File: config.mk
export PLATFORM = sky130hd
export DESIGN_NAME = pump_speed_ramp_controller
export DESIGN_NICKNAME = d
export VERILOG_FILES = /design/src/sv/psr_pkg.sv /design/src/sv/psr_div.sv /design/src/sv/psr_ctrl.sv /design/src/sv/psr_dp.sv /design/src/sv/pump_speed_ramp_controller.sv
export SDC_FILE = /design/constraint.sdc
export NUM_CORES = 2
export LEC_CHECK = 0
export BUFFER_PORTS_ARGS = -buffer_cell sky130_fd_sc_hd__buf_4
export CORE_MARGIN = 2
export CORE_UTILIZATION = 50
export DETAILED_ROUTE_END_ITERATION = 10
export PLACE_DENSITY = 0.65
export SYNTH_ARGS = -nofsm -noshare
export SYNTH_HDL_FRONTEND = slang
export SYNTH_SLANG_ARGS = --single-unit
File: constraint.sdc
create_clock -name i_clk -period 6.8 [get_ports i_clk]
set_input_delay 0 -clock i_clk [delete_from_list [all_inputs] [get_ports i_clk]]
set_output_delay 0 -clock i_clk [all_outputs]
set_load 0.005 [all_outputs]
File: src/sv/psr_pkg.sv
// Shared types, constants and a lookup table for the pump speed ramp controller.
// No dependencies; every other file imports this package.
package psr_pkg;

    localparam int DAC_BITS = 12;
    localparam logic [DAC_BITS-1:0] DAC_MAX = '1;

    localparam int S_TDATA_W  = 72;
    localparam int M_TDATA_W  = 40;
    localparam int CFG_ADDR_W = 3;
    localparam int CFG_DATA_W = 16;

    localparam int TGT_W   = 12;
    localparam int PCT_W   = 7;
    localparam int DEN_W   = 13;
    localparam int QUO_W   = 12;
    localparam int PROD_W  = DEN_W + QUO_W;
    localparam int EXT_W   = 17;
    localparam int FLOW_W  = 18;
    localparam int FLOW_FULL_W = 26;
    localparam int DIV_STEPS = QUO_W;
    localparam int CNT_W   = $clog2(DIV_STEPS);

    localparam int FULL_SCALE = 32'hfff;
    localparam int PCT_MAX    = 100;
    localparam int PCT_TAB_N  = 128;
    localparam logic [PCT_W-1:0]  PCT_LIMIT = 7'd100;
    localparam logic [DEN_W-1:0]  DEG_SCALE = 13'd100;
    localparam logic [FLOW_FULL_W-1:0] FLOW_PER_PULSE = 26'd600;
    localparam logic [FLOW_W-1:0] FLOW_MAX = 18'h3FFFF;

    localparam logic [6:0]  SPEED_LOW_RST  = 7'd20;
    localparam logic [6:0]  SPEED_HIGH_RST = 7'd50;
    localparam logic [5:0]  TEMP_LOW_RST   = 6'd25;
    localparam logic [5:0]  TEMP_HIGH_RST  = 6'd40;
    localparam logic [12:0] CUR_LIMIT_RST  = 13'd0;
    localparam logic [15:0] ARM_DELAY_RST  = 16'd3000;

    localparam logic [CFG_ADDR_W-1:0] CFG_SPEED_LOW  = 3'd0;
    localparam logic [CFG_ADDR_W-1:0] CFG_SPEED_HIGH = 3'd1;
    localparam logic [CFG_ADDR_W-1:0] CFG_TEMP_LOW   = 3'd2;
    localparam logic [CFG_ADDR_W-1:0] CFG_TEMP_HIGH  = 3'd3;
    localparam logic [CFG_ADDR_W-1:0] CFG_CUR_LIMIT  = 3'd4;
    localparam logic [CFG_ADDR_W-1:0] CFG_ARM_DELAY  = 3'd5;

    typedef logic [TGT_W-1:0] t_pct_tab [PCT_TAB_N];

    function automatic t_pct_tab build_pct_tab();
        t_pct_tab tab;
        for (int i = 0; i < PCT_TAB_N; i++) begin
            tab[i] = TGT_W'((i * FULL_SCALE) / PCT_MAX);
        end
        return tab;
    endfunction

    localparam t_pct_tab PCT_TO_DAC = build_pct_tab();

    typedef enum logic [2:0] {
        ST_IDLE,
        ST_PREP,
        ST_MUL_DAC,
        ST_DIV_DAC,
        ST_MUL_PCT,
        ST_DIV_PCT,
        ST_FINISH
    } t_state;

    typedef struct packed {
        logic load;
        logic prep;
        logic mul_dac;
        logic mul_pct;
        logic div_step;
        logic commit;
    } t_cmd;

endpackage

File: src/sv/psr_div.sv
// Restoring divider, one quotient bit per step, for the ramp interpolation.
// Depends on psr_pkg for widths.
module psr_div (
    input  logic                         i_clk,
    input  logic                         i_load,
    input  logic                         i_step,
    input  logic [psr_pkg::PROD_W-1:0]   i_dividend,
    input  logic [psr_pkg::DEN_W-1:0]    i_divisor,
    output logic [psr_pkg::QUO_W-1:0]    o_quotient
);
    import psr_pkg::*;

    logic [DEN_W-1:0] r_rem, n_rem;
    logic [QUO_W-1:0] r_quo, n_quo;
    logic [DEN_W:0]   w_trial;
    logic [DEN_W:0]   w_sub;
    logic             w_ge;

    always_comb begin
        w_trial = {r_rem, r_quo[QUO_W-1]};
        w_sub   = w_trial - {1'b0, i_divisor};
        w_ge    = w_trial >= {1'b0, i_divisor};
        n_rem   = w_ge ? w_sub[DEN_W-1:0] : w_trial[DEN_W-1:0];
        n_quo   = {r_quo[QUO_W-2:0], w_ge};
    end

    always_ff @(posedge i_clk) begin
        if (i_load) begin
            r_rem <= i_dividend[PROD_W-1:QUO_W];
            r_quo <= i_dividend[QUO_W-1:0];
        end else if (i_step) begin
            r_rem <= n_rem;
            r_quo <= n_quo;
        end
    end

    assign o_quotient = r_quo;

endmodule

File: src/sv/psr_ctrl.sv
// Sequencer for the pump speed ramp controller: handshakes and datapath commands.
// Depends on psr_pkg for the state type and command struct.
module psr_ctrl (
    input  logic          i_clk,
    input  logic          i_rst_n,
    input  logic          i_s_tvalid,
    output logic          o_s_tready,
    output logic          o_m_tvalid,
    input  logic          i_m_tready,
    output psr_pkg::t_cmd o_cmd
);
    import psr_pkg::*;

    t_state           r_state, n_state;
    logic [CNT_W-1:0] r_cnt, n_cnt;
    logic             r_out_valid, n_out_valid;
    logic             w_last_step;
    logic             w_commit;

    assign w_last_step = r_cnt == CNT_W'(DIV_STEPS - 1);
    assign w_commit    = (r_state == ST_FINISH) && (!r_out_valid || i_m_tready);

    always_comb begin
        n_state = r_state;
        unique case (r_state)
            ST_IDLE:    if (i_s_tvalid) n_state = ST_PREP;
            ST_PREP:    n_state = ST_MUL_DAC;
            ST_MUL_DAC: n_state = ST_DIV_DAC;
            ST_DIV_DAC: if (w_last_step) n_state = ST_MUL_PCT;
            ST_MUL_PCT: n_state = ST_DIV_PCT;
            ST_DIV_PCT: if (w_last_step) n_state = ST_FINISH;
            ST_FINISH:  if (w_commit) n_state = ST_IDLE;
            default:    n_state = ST_IDLE;
        endcase
    end

    always_comb begin
        o_s_tready     = r_state == ST_IDLE;
        o_cmd          = '0;
        o_cmd.load     = (r_state == ST_IDLE) && i_s_tvalid;
        o_cmd.prep     = r_state == ST_PREP;
        o_cmd.mul_dac  = r_state == ST_MUL_DAC;
        o_cmd.mul_pct  = r_state == ST_MUL_PCT;
        o_cmd.div_step = (r_state == ST_DIV_DAC) || (r_state == ST_DIV_PCT);
        o_cmd.commit   = w_commit;
        n_cnt          = (o_cmd.div_step && !w_last_step) ? r_cnt + 1'b1 : '0;
        if (w_commit) begin
            n_out_valid = 1'b1;
        end else if (i_m_tready) begin
            n_out_valid = 1'b0;
        end else begin
            n_out_valid = r_out_valid;
        end
    end

    always_ff @(posedge i_clk) begin
        if (!i_rst_n) begin
            r_state     <= ST_IDLE;
            r_cnt       <= '0;
            r_out_valid <= 1'b0;
        end else begin
            r_state     <= n_state;
            r_cnt       <= n_cnt;
            r_out_valid <= n_out_valid;
        end
    end

    assign o_m_tvalid = r_out_valid;

`ifndef ASSERT_OFF
    a_accept_starts_prep: assert property (@(posedge i_clk) disable iff (!i_rst_n)
        (i_s_tvalid && o_s_tready) |=> (r_state == ST_PREP))
        else $error("accepted request did not start preparation");

    a_valid_from_finish: assert property (@(posedge i_clk) disable iff (!i_rst_n)
        $rose(o_m_tvalid) |-> $past(r_state == ST_FINISH))
        else $error("result valid raised outside finish");

    a_cnt_clear_outside_div: assert property (@(posedge i_clk) disable iff (!i_rst_n)
        (r_state == ST_MUL_DAC || r_state == ST_MUL_PCT) |-> (r_cnt == '0))
        else $error("divide step counter not cleared");
`endif

endmodule

File: src/sv/psr_dp.sv
// Datapath: configuration registers, temperature ramp, drive stepping, arming and flow.
// Depends on psr_pkg and instantiates psr_div.
module psr_dp (
    input  logic                               i_clk,
    input  logic                               i_rst_n,
    input  psr_pkg::t_cmd                      i_cmd,
    input  logic [psr_pkg::S_TDATA_W-1:0]      i_s_tdata,
    input  logic                               i_cfg_we,
    input  logic [psr_pkg::CFG_ADDR_W-1:0]     i_cfg_addr,
    input  logic [psr_pkg::CFG_DATA_W-1:0]     i_cfg_wdata,
    output logic [psr_pkg::M_TDATA_W-1:0]      o_m_tdata
);
    import psr_pkg::*;

    function automatic logic [TGT_W-1:0] ramp_pick(
        input logic             lt,
        input logic             gt,
        input logic             eq,
        input logic             neg,
        input logic [TGT_W-1:0] yl,
        input logic [TGT_W-1:0] yh,
        input logic [TGT_W-1:0] q
    );
        if (lt) return yl;
        if (gt) return yh;
        if (eq) return yl;
        return neg ? yl - q : yl + q;
    endfunction

    logic [6:0]  r_spd_lo, r_spd_hi;
    logic [5:0]  r_tmp_lo, r_tmp_hi;
    logic [12:0] r_cur_lim;
    logic [15:0] r_arm_dly;

    logic [15:0] r_temp;
    logic [11:0] r_cur;
    logic [7:0]  r_pulses;
    logic [31:0] r_now;
    logic        r_en;

    logic             r_lt, r_gt, r_eq, r_neg;
    logic [DEN_W-1:0] r_diff, r_den;
    logic [PCT_W-1:0] r_pl, r_ph;
    logic [TGT_W-1:0] r_dac_l, r_dac_h, r_target;
    logic [31:0]      r_deadline;
    logic             r_was_en, r_armed;
    logic [15:0]      r_pulse_total;

    logic [DAC_BITS-1:0] r_drive, n_drive;
    logic [PCT_W-1:0]    r_o_pct;
    logic                r_o_cf, r_o_tf;
    logic [FLOW_W-1:0]   r_last_flow;

    logic [DEN_W-1:0]   w_xl, w_xh;
    logic [EXT_W-1:0]   w_t17, w_xl17, w_xh17, w_diff17;
    logic [PCT_W-1:0]   w_pl, w_ph;
    logic [31:0]        w_deadline;
    logic [16:0]        w_psum;
    logic               w_dac_neg, w_pct_neg, w_mul_neg;
    logic [TGT_W-1:0]   w_dac_mag, w_pct_mag, w_mul_mag;
    logic [PROD_W-1:0]  w_prod;
    logic [QUO_W-1:0]   w_quo;
    logic [TGT_W-1:0]   w_pct_full;
    logic [EXT_W-1:0]   w_drv_ext, w_tgt_ext;
    logic [FLOW_FULL_W-1:0] w_flow_full;
    logic [FLOW_W-1:0]  w_flow;
    logic               w_cf;

    // configuration
    always_ff @(posedge i_clk) begin
        if (!i_rst_n) begin
            r_spd_lo  <= SPEED_LOW_RST;
            r_spd_hi  <= SPEED_HIGH_RST;
            r_tmp_lo  <= TEMP_LOW_RST;
            r_tmp_hi  <= TEMP_HIGH_RST;
            r_cur_lim <= CUR_LIMIT_RST;
            r_arm_dly <= ARM_DELAY_RST;
        end else if (i_cfg_we) begin
            unique case (i_cfg_addr)
                CFG_SPEED_LOW:  r_spd_lo  <= i_cfg_wdata[6:0];
                CFG_SPEED_HIGH: r_spd_hi  <= i_cfg_wdata[6:0];
                CFG_TEMP_LOW:   r_tmp_lo  <= i_cfg_wdata[5:0];
                CFG_TEMP_HIGH:  r_tmp_hi  <= i_cfg_wdata[5:0];
                CFG_CUR_LIMIT:  r_cur_lim <= i_cfg_wdata[12:0];
                CFG_ARM_DELAY:  r_arm_dly <= i_cfg_wdata;
                default: ;
            endcase
        end
    end

    // request capture
    always_ff @(posedge i_clk) begin
        if (i_cmd.load) begin
            r_temp   <= i_s_tdata[15:0];
            r_cur    <= i_s_tdata[27:16];
            r_pulses <= i_s_tdata[35:28];
            r_now    <= i_s_tdata[67:36];
            r_en     <= i_s_tdata[68];
        end
    end

    // ramp setup and arming
    always_comb begin
        w_xl     = DEN_W'({7'b0, r_tmp_lo} * DEG_SCALE);
        w_xh     = DEN_W'({7'b0, r_tmp_hi} * DEG_SCALE);
        w_t17    = {r_temp[15], r_temp};
        w_xl17   = {4'b0, w_xl};
        w_xh17   = {4'b0, w_xh};
        w_diff17 = w_t17 - w_xl17;
        w_pl     = (r_spd_lo > PCT_LIMIT) ? PCT_LIMIT : r_spd_lo;
        w_ph     = (r_spd_hi > PCT_LIMIT) ? PCT_LIMIT : r_spd_hi;
        w_deadline = (r_en && !r_was_en) ? r_now + {16'b0, r_arm_dly} : r_deadline;
        w_psum   = {1'b0, r_pulse_total} + {9'b0, r_pulses};
    end

    always_ff @(posedge i_clk) begin
        if (i_cmd.prep) begin
            r_lt    <= $signed(w_t17) < $signed(w_xl17);
            r_gt    <= $signed(w_t17) > $signed(w_xh17);
            r_eq    <= w_xl == w_xh;
            r_diff  <= w_diff17[DEN_W-1:0];
            r_den   <= w_xh - w_xl;
            r_pl    <= w_pl;
            r_ph    <= w_ph;
            r_dac_l <= PCT_TO_DAC[w_pl];
            r_dac_h <= PCT_TO_DAC[w_ph];
            r_armed <= r_now > w_deadline;
        end
    end

    // interpolation: magnitude product into the divider
    always_comb begin
        w_dac_neg = r_dac_h < r_dac_l;
        w_dac_mag = w_dac_neg ? r_dac_l - r_dac_h : r_dac_h - r_dac_l;
        w_pct_neg = r_ph < r_pl;
        w_pct_mag = w_pct_neg ? TGT_W'(r_pl - r_ph) : TGT_W'(r_ph - r_pl);
        w_mul_neg = i_cmd.mul_pct ? w_pct_neg : w_dac_neg;
        w_mul_mag = i_cmd.mul_pct ? w_pct_mag : w_dac_mag;
        w_prod    = {{(PROD_W-DEN_W){1'b0}}, r_diff} * {{(PROD_W-TGT_W){1'b0}}, w_mul_mag};
    end

    psr_div u_div (
        .i_clk      (i_clk),
        .i_load     (i_cmd.mul_dac | i_cmd.mul_pct),
        .i_step     (i_cmd.div_step),
        .i_dividend (w_prod),
        .i_divisor  (r_den),
        .o_quotient (w_quo)
    );

    always_ff @(posedge i_clk) begin
        if (i_cmd.mul_dac || i_cmd.mul_pct) begin
            r_neg <= w_mul_neg;
        end
        if (i_cmd.mul_pct) begin
            r_target <= ramp_pick(r_lt, r_gt, r_eq, r_neg, r_dac_l, r_dac_h, w_quo);
        end
    end

    // result and state update
    always_comb begin
        w_pct_full = ramp_pick(r_lt, r_gt, r_eq, r_neg, {5'b0, r_pl}, {5'b0, r_ph}, w_quo);
        w_drv_ext  = EXT_W'(r_drive);
        w_tgt_ext  = EXT_W'(r_target);
        if (!r_en) begin
            n_drive = '0;
        end else if (w_drv_ext < w_tgt_ext) begin
            n_drive = (r_drive != DAC_MAX) ? r_drive + 1'b1 : r_drive;
        end else begin
            n_drive = (r_drive != '0) ? r_drive - 1'b1 : r_drive;
        end
        w_flow_full = FLOW_FULL_W'(r_pulse_total) * FLOW_PER_PULSE;
        w_flow      = (w_flow_full > FLOW_FULL_W'(FLOW_MAX)) ? FLOW_MAX
                                                             : w_flow_full[FLOW_W-1:0];
        w_cf        = (r_cur_lim != '0) && ({1'b0, r_cur} > r_cur_lim);
    end

    always_ff @(posedge i_clk) begin
        if (!i_rst_n) begin
            r_drive       <= '0;
            r_deadline    <= {16'b0, ARM_DELAY_RST};
            r_was_en      <= 1'b1;
            r_pulse_total <= '0;
            r_last_flow   <= '0;
        end else if (i_cmd.prep) begin
            r_deadline    <= w_deadline;
            r_was_en      <= r_en;
            r_pulse_total <= w_psum[16] ? 16'hFFFF : w_psum[15:0];
        end else if (i_cmd.commit) begin
            r_drive <= n_drive;
            if (r_armed) begin
                r_last_flow   <= w_flow;
                r_pulse_total <= '0;
            end
        end
    end

    always_ff @(posedge i_clk) begin
        if (i_cmd.commit) begin
            r_o_pct <= w_pct_full[PCT_W-1:0];
            r_o_cf  <= r_armed & w_cf;
            r_o_tf  <= r_armed & (r_pulse_total == '0);
        end
    end

    assign o_m_tdata = {1'b0, r_last_flow, r_o_tf, r_o_cf, r_o_pct, w_drv_ext[11:0]};

`ifndef ASSERT_OFF
    a_faults_need_arm: assert property (@(posedge i_clk) disable iff (!i_rst_n)
        (i_cmd.commit && !r_armed) |=> (!r_o_cf && !r_o_tf))
        else $error("fault flagged while not armed");

    a_drive_on_commit: assert property (@(posedge i_clk) disable iff (!i_rst_n)
        (r_drive != $past(r_drive)) |-> ($past(i_cmd.commit) || !$past(i_rst_n)))
        else $error("drive level changed outside commit");

    a_flow_on_armed: assert property (@(posedge i_clk) disable iff (!i_rst_n)
        (i_cmd.commit && !r_armed) |=> $stable(r_last_flow))
        else $error("flow changed on unarmed poll");
`endif

endmodule

File: src/sv/pump_speed_ramp_controller.sv
// Pump speed ramp controller, top level: joins the sequencer and the datapath.
// Depends on psr_pkg, psr_ctrl, psr_dp (and psr_div below it).
//
// Usage: one request per poll on the slave stream carries temperature, pump
// current, tacho pulses, millisecond time and enable; one result per request
// leaves on the master stream with the drive value, ramp percent, the two fault
// flags and the flow figure. Registers must be written on the plain write port
// only while no request is in flight; the block itself does not enforce this.
// Sequencing: an accepted request passes through preparation, the drive target
// multiply and divide, the percent multiply and divide, and a finish step that
// loads the result; the next request is taken only after that. The shared
// restoring divider runs 12 steps for the drive target and 12 more for percent.
// Reset (synchronous, active low) returns registers to their defaults, clears
// the drive level, pulse count and flow, and marks enable as previously high.
// When the receiver stalls, the result is held in the output register; the
// next request may still be accepted, and its result waits in the final step
// until the output register is free.
module pump_speed_ramp_controller (
    input  logic                               i_clk,
    input  logic                               i_rst_n,
    input  logic                               i_s_tvalid,
    output logic                               o_s_tready,
    // [15:0] coolant_temp, [27:16] pump_current, [35:28] tacho_pulses,
    // [67:36] time_ms, [68] enable, [71:69] zero
    input  logic [psr_pkg::S_TDATA_W-1:0]      i_s_tdata,
    output logic                               o_m_tvalid,
    input  logic                               i_m_tready,
    // [11:0] dac_value, [18:12] speed_pct, [19] current_fault,
    // [20] tacho_fault, [38:21] flow_raw, [39] zero
    output logic [psr_pkg::M_TDATA_W-1:0]      o_m_tdata,
    input  logic                               i_cfg_we,
    input  logic [psr_pkg::CFG_ADDR_W-1:0]     i_cfg_addr,
    input  logic [psr_pkg::CFG_DATA_W-1:0]     i_cfg_wdata
);
    import psr_pkg::*;

    t_cmd w_cmd;

    psr_ctrl u_ctrl (
        .i_clk      (i_clk),
        .i_rst_n    (i_rst_n),
        .i_s_tvalid (i_s_tvalid),
        .o_s_tready (o_s_tready),
        .o_m_tvalid (o_m_tvalid),
        .i_m_tready (i_m_tready),
        .o_cmd      (w_cmd)
    );

    psr_dp u_dp (
        .i_clk       (i_clk),
        .i_rst_n     (i_rst_n),
        .i_cmd       (w_cmd),
        .i_s_tdata   (i_s_tdata),
        .i_cfg_we    (i_cfg_we),
        .i_cfg_addr  (i_cfg_addr),
        .i_cfg_wdata (i_cfg_wdata),
        .o_m_tdata   (o_m_tdata)
    );

endmodule

==> reports/results.md <==
| Item | Value | Unit |
|:---|:---|:---|
| Top cell type's share of synthesized area | 17.50 | % |
| Buffer depth of the longest clock path | 3 | - |
| Root buf cell | sky130_fd_sc_hd__clkbuf_16 | - |
| CTS Sinks | 322 | - |
| Least setup slack across all paths after layout | -0.6247 | ns |
| Fraction of synthesized cell area in xor and xnor cells | 4.235 | % |
| Initial cell density of the core | 50.61 | % |
| Number of vias per cell after detailed routing | 5.716 | - |
| Die area | 0.06448 | mm^2 |
| Critical path's slowest cell | sky130_fd_sc_hd__fa_2 | - |
| Setup repair after global routing missed its margin | yes | - |
| Worst EP required | 7.10 | ns |
| Drt pass-1 iters | 7 | - |
| Boundary pin count | 138 | - |
| Result of the run | finished, violations left | - |
| Share of async-settable or async-resettable flops after synthesis | 0 | % |
| Synth warn | 0 | - |
| Worst-case clock skew | 0.01728 | ns |
| Synthesis-to-layout area growth | 19.31 | % |
| Simple-gate share of the synthesized area | 15.48 | % |
| Max Cap Viol | 0 | - |
| Register bit total from synthesis | 322 | - |
| Via count | 27380 | - |
| Total Routing Usage GR | 26.82 | % |
| R2R Path Start | u_dp.r_ph[0] | - |
| Pin count of the biggest net entering global routing | 70 | - |
| Depth of the most critical reg-to-reg path | 31 | - |
| Crit Path Class | register to register | - |
| Number of enable-type register cells in the synthesized netlist | 182 | - |
| Combined area of all synthesized cells | 0.03123 | mm^2 |
| Achievable Freq | 0.1347 | GHz |
| Layout filler cell count | 5425 | - |
| Core region area | 0.06171 | mm^2 |
| Relative max-transition margin | 18.31 | % |
| Top cell family by delay on the critical path | adder cells | - |
| Fin. Hold Viols | 0 | - |
| Count of placed standard cells in the final layout, fillers left out | 4790 | - |
| Path category of the worst min-delay check | primary input to register | - |
| Cells on Worst Hold Path | 2 | - |
| Area used by multi-input combinational logic | 0.02137 | mm^2 |
| Arithmetic-cell share of the synthesized area counting full adders, half adders and majority gates | 24.69 | % |
| Element type at the critical path end | register | - |
| Detailed router's first-iteration violation count | 2216 | - |
| Mean post-synth cell area | 8.671 | um^2 |
| Dominant combinational cell family by area after synthesis | adder cells | - |
| Proportion of layout cells with a drive suffix above 1 | 15.87 | % |
| Area used by sequential logic in the layout | 0.008268 | mm^2 |
| Residual antenna-violating net count after detailed routing | 0 | - |
| Placed insts | 4580 | - |
| Net count after synthesis | 4226 | - |
| Period minus WS final | 7.425 | ns |
| # H-tree levels | 2 | - |
| Leading area contributor after synthesis | sky130_fd_sc_hd__edfxtp_1 | - |
| Clock Latency Late Sink | 0.57 | ns |
| Dominant synthesized flop cell | sky130_fd_sc_hd__edfxtp_1 | - |
| Final cycle utilization of the critical path | 109.2 | % |
| Sequential-to-total area share from yosys stat | 26.47 | % |
| Met2 capacity usage during global routing | 41.83 | % |
| DIE WIDTH | 253.9 | um |
| Number of cells produced by synthesis | 3602 | - |
| Mux share of post-synthesis cell area | 2.644 | % |
| Capturing point of the worst reg2reg path | u_dp.u_div.r_rem[12] | - |
| Worst Path Arrival | 7.73 | ns |
| Clock Pin Slew Worst Setup and Hold Paths | 0.06 | ns |
| Maximum fanout encountered on the critical timing path | 6 | - |
| Drt total wl | 86980 | um |
| Post-synthesis compound-gate area fraction | 19.16 | % |
| HPWL Detailed | 64010 | um |
| Num CTS Buffers | 39 | - |
| Slowest cell delay on critical path | 0.60 | ns |
| Vias in the first global route | 25930 | - |
| Top area cells in the synthesized netlist | sky130_fd_sc_hd__edfxtp_1, sky130_fd_sc_hd__ha_1, sky130_fd_sc_hd__fa_1 | - |
| Slew of the pin with the lowest slew margin | 1.221 | ns |
| Core Rows | 91 | - |
| Routed wirelength normalized by instance count | 18.16 | um |
| Global-route congestion overflow total | 0 | - |
| Port-buffer cells | 133 | - |
| Net total in the final layout | 4546 | - |
| Worst hold slack | 0.1418 | ns |
| Critical hold path startpoint | i_s_tdata[62] | - |
| Hold path endpoint | u_dp.r_now[26] | - |
| Register-to-register path setup slack | -0.62 | ns |
| Global placement routability congestion | 0.9590 | - |
| CTS tree | yes | - |
| Final routed DRC violation total | 0 | - |
| Startpoint type of the worst setup path | register | - |
| Met3 Resource Use GR | 4.005 | % |
| Die boundary height | 253.9 | um |
| WP buf/inv | 7 | - |
| Layer with the highest usage after global routing | met2 | - |
| Wire length of the first global-routing pass | 139100 | um |
| Number of different library cells in the post-synthesis netlist | 108 | - |
| Violated checks | negative setup slack | - |
| Final-report setup violation count | 14 | - |
| CP most frequent cell | sky130_fd_sc_hd__fa_1 | - |
| Global Route met1 Usage | 38.35 | % |
| Antenna violations before repair | 1 | - |
| Slew Viols, Final | 0 | - |
final cells by class:
| type | count | share of cell area, % |
|---|---|---|
| flip-flops and latches | 322 | 22.19 |
| diodes | 1 | 0.006715 |
| clock inverters | 27 | 0.8596 |
| multi-input cells | 2704 | 57.34 |
| clock buffers | 44 | 2.723 |
| well taps | 837 | 2.810 |
| inverters | 400 | 4.043 |
| repair buffers | 455 | 10.03 |
synthesized netlist by cell type, types with 28 or more instances:
master,count
sky130_fd_sc_hd__nand2_1,413
sky130_fd_sc_hd__inv_1,393
sky130_fd_sc_hd__ha_1,381
sky130_fd_sc_hd__a21oi_1,282
sky130_fd_sc_hd__nor2_1,203
sky130_fd_sc_hd__o21ai_0,186
sky130_fd_sc_hd__edfxtp_1,182
sky130_fd_sc_hd__fa_1,147
sky130_fd_sc_hd__dfxtp_1,140
sky130_fd_sc_hd__clkbuf_1,128
sky130_fd_sc_hd__xnor2_1,91
sky130_fd_sc_hd__nand3_1,90
sky130_fd_sc_hd__nor3_1,79
sky130_fd_sc_hd__xor2_1,60
sky130_fd_sc_hd__mux2i_1,57
sky130_fd_sc_hd__and2_1,56
sky130_fd_sc_hd__a21o_1,53
sky130_fd_sc_hd__a211oi_1,42
sky130_fd_sc_hd__nor2b_1,42
sky130_fd_sc_hd__o211ai_1,37
sky130_fd_sc_hd__nand2b_1,31
sky130_fd_sc_hd__o21a_1,28
metrics by stage:
stage               util (%)  setup TNS [ns]  area, um^2  worst slack (ns)
floorplan                  -         -0.2652       31520           -0.1307
detailed placement     55.39          -6.306       34180           -0.6391
global placement       55.39          -5.371       34180           -0.5287
finish                 60.38          -5.898       37260           -0.6247
global route           60.38          -10.64       37260           -0.9157
CTS                    59.74          -4.835       36870           -0.5351
how the worst max path moves through the flow:
stage | end | from | depth (start not counted)
finish | u_dp.u_div.r_rem[12] | u_dp.r_ph[0] | 31
global route | u_dp.u_div.r_rem[10] | u_dp.r_ph[0] | 32
CTS | u_dp.u_div.r_rem[12] | u_dp.r_ph[0] | 29
detailed placement | u_dp.u_div.r_rem[12] | u_dp.r_ph[0] | 30
global placement | u_dp.u_div.r_rem[10] | u_dp.r_ph[0] | 30
floorplan | u_dp.u_div.r_rem[11] | u_dp.r_ph[0] | 32
layer usage:
| layer | vias up | wire length (um) | part of all wire, % |
|---|---|---|---|
| met3 | 140 | 6063 | 7.0 |
| li1 | 13300 | - | - |
| met2 | 909 | 38570 | 44 |
| met4 | 2 | 2521 | 2.9 |
| met5 | - | 12 | 0.014 |
| met1 | 13030 | 39810 | 46 |
cell usage in the layout, fill, tap and decap left out, drive strengths merged, types with 42 or more instances in the layout:
cell         instances
fa                 147
edfxtp             182
nand2              413
a211oi              45
ha                 381
nor2               204
xnor2               91
mux2i               57
dfxtp              140
nor3                81
and2                56
a21o                55
nand3               90
inv                401
dlygate4sd3         93
a21oi              287
o21ai              201
buf                361
clkbuf              45
nor2b               42
xor2                60
cell families after synthesis:
family / Yosys count
and+or+nand+nor: 1033
AOI/OAI and AO/OA: 916
buffers and inverters: 577
adders and majority gates: 528
DFF: 322
xor gates and xnor gates: 151
muxes: 74
other: 1
timing repair:
action,in CTS,in global routing
gates cloned,1,0
resized for setup,48,67
hold buffers,93,0
buffers inserted,24,24
pin swaps,34,31
endpoints found under the setup margin,14,17
endpoints found under the hold margin,152,0
worst reg2reg max path, delay by kind of cell (launching register included):
family          cells  cell delay [ns]
mux                 3             0.61
simple gates        3             0.36
xor+xnor            2             0.24
compound gates      8             1.62
flops               1             0.41
buf+inv             7             0.63
fa+ha+maj           8             3.30
registers in the layout (all words and copies together) (netlist names), 13 cells and up:
register and flops:
u_dp.r_diff 13, u_dp.r_cur_lim 13, u_dp.r_pulse_total 16, u_dp.r_now 32
u_dp.r_temp 16, u_dp.u_div.r_rem 13, u_dp.r_deadline 32, u_dp.r_arm_dly 16
u_dp.r_last_flow 16
Power is left out: the tool's default activity adds up to more than one toggle a clock period on the data nets, which glitch-free logic cannot reach.
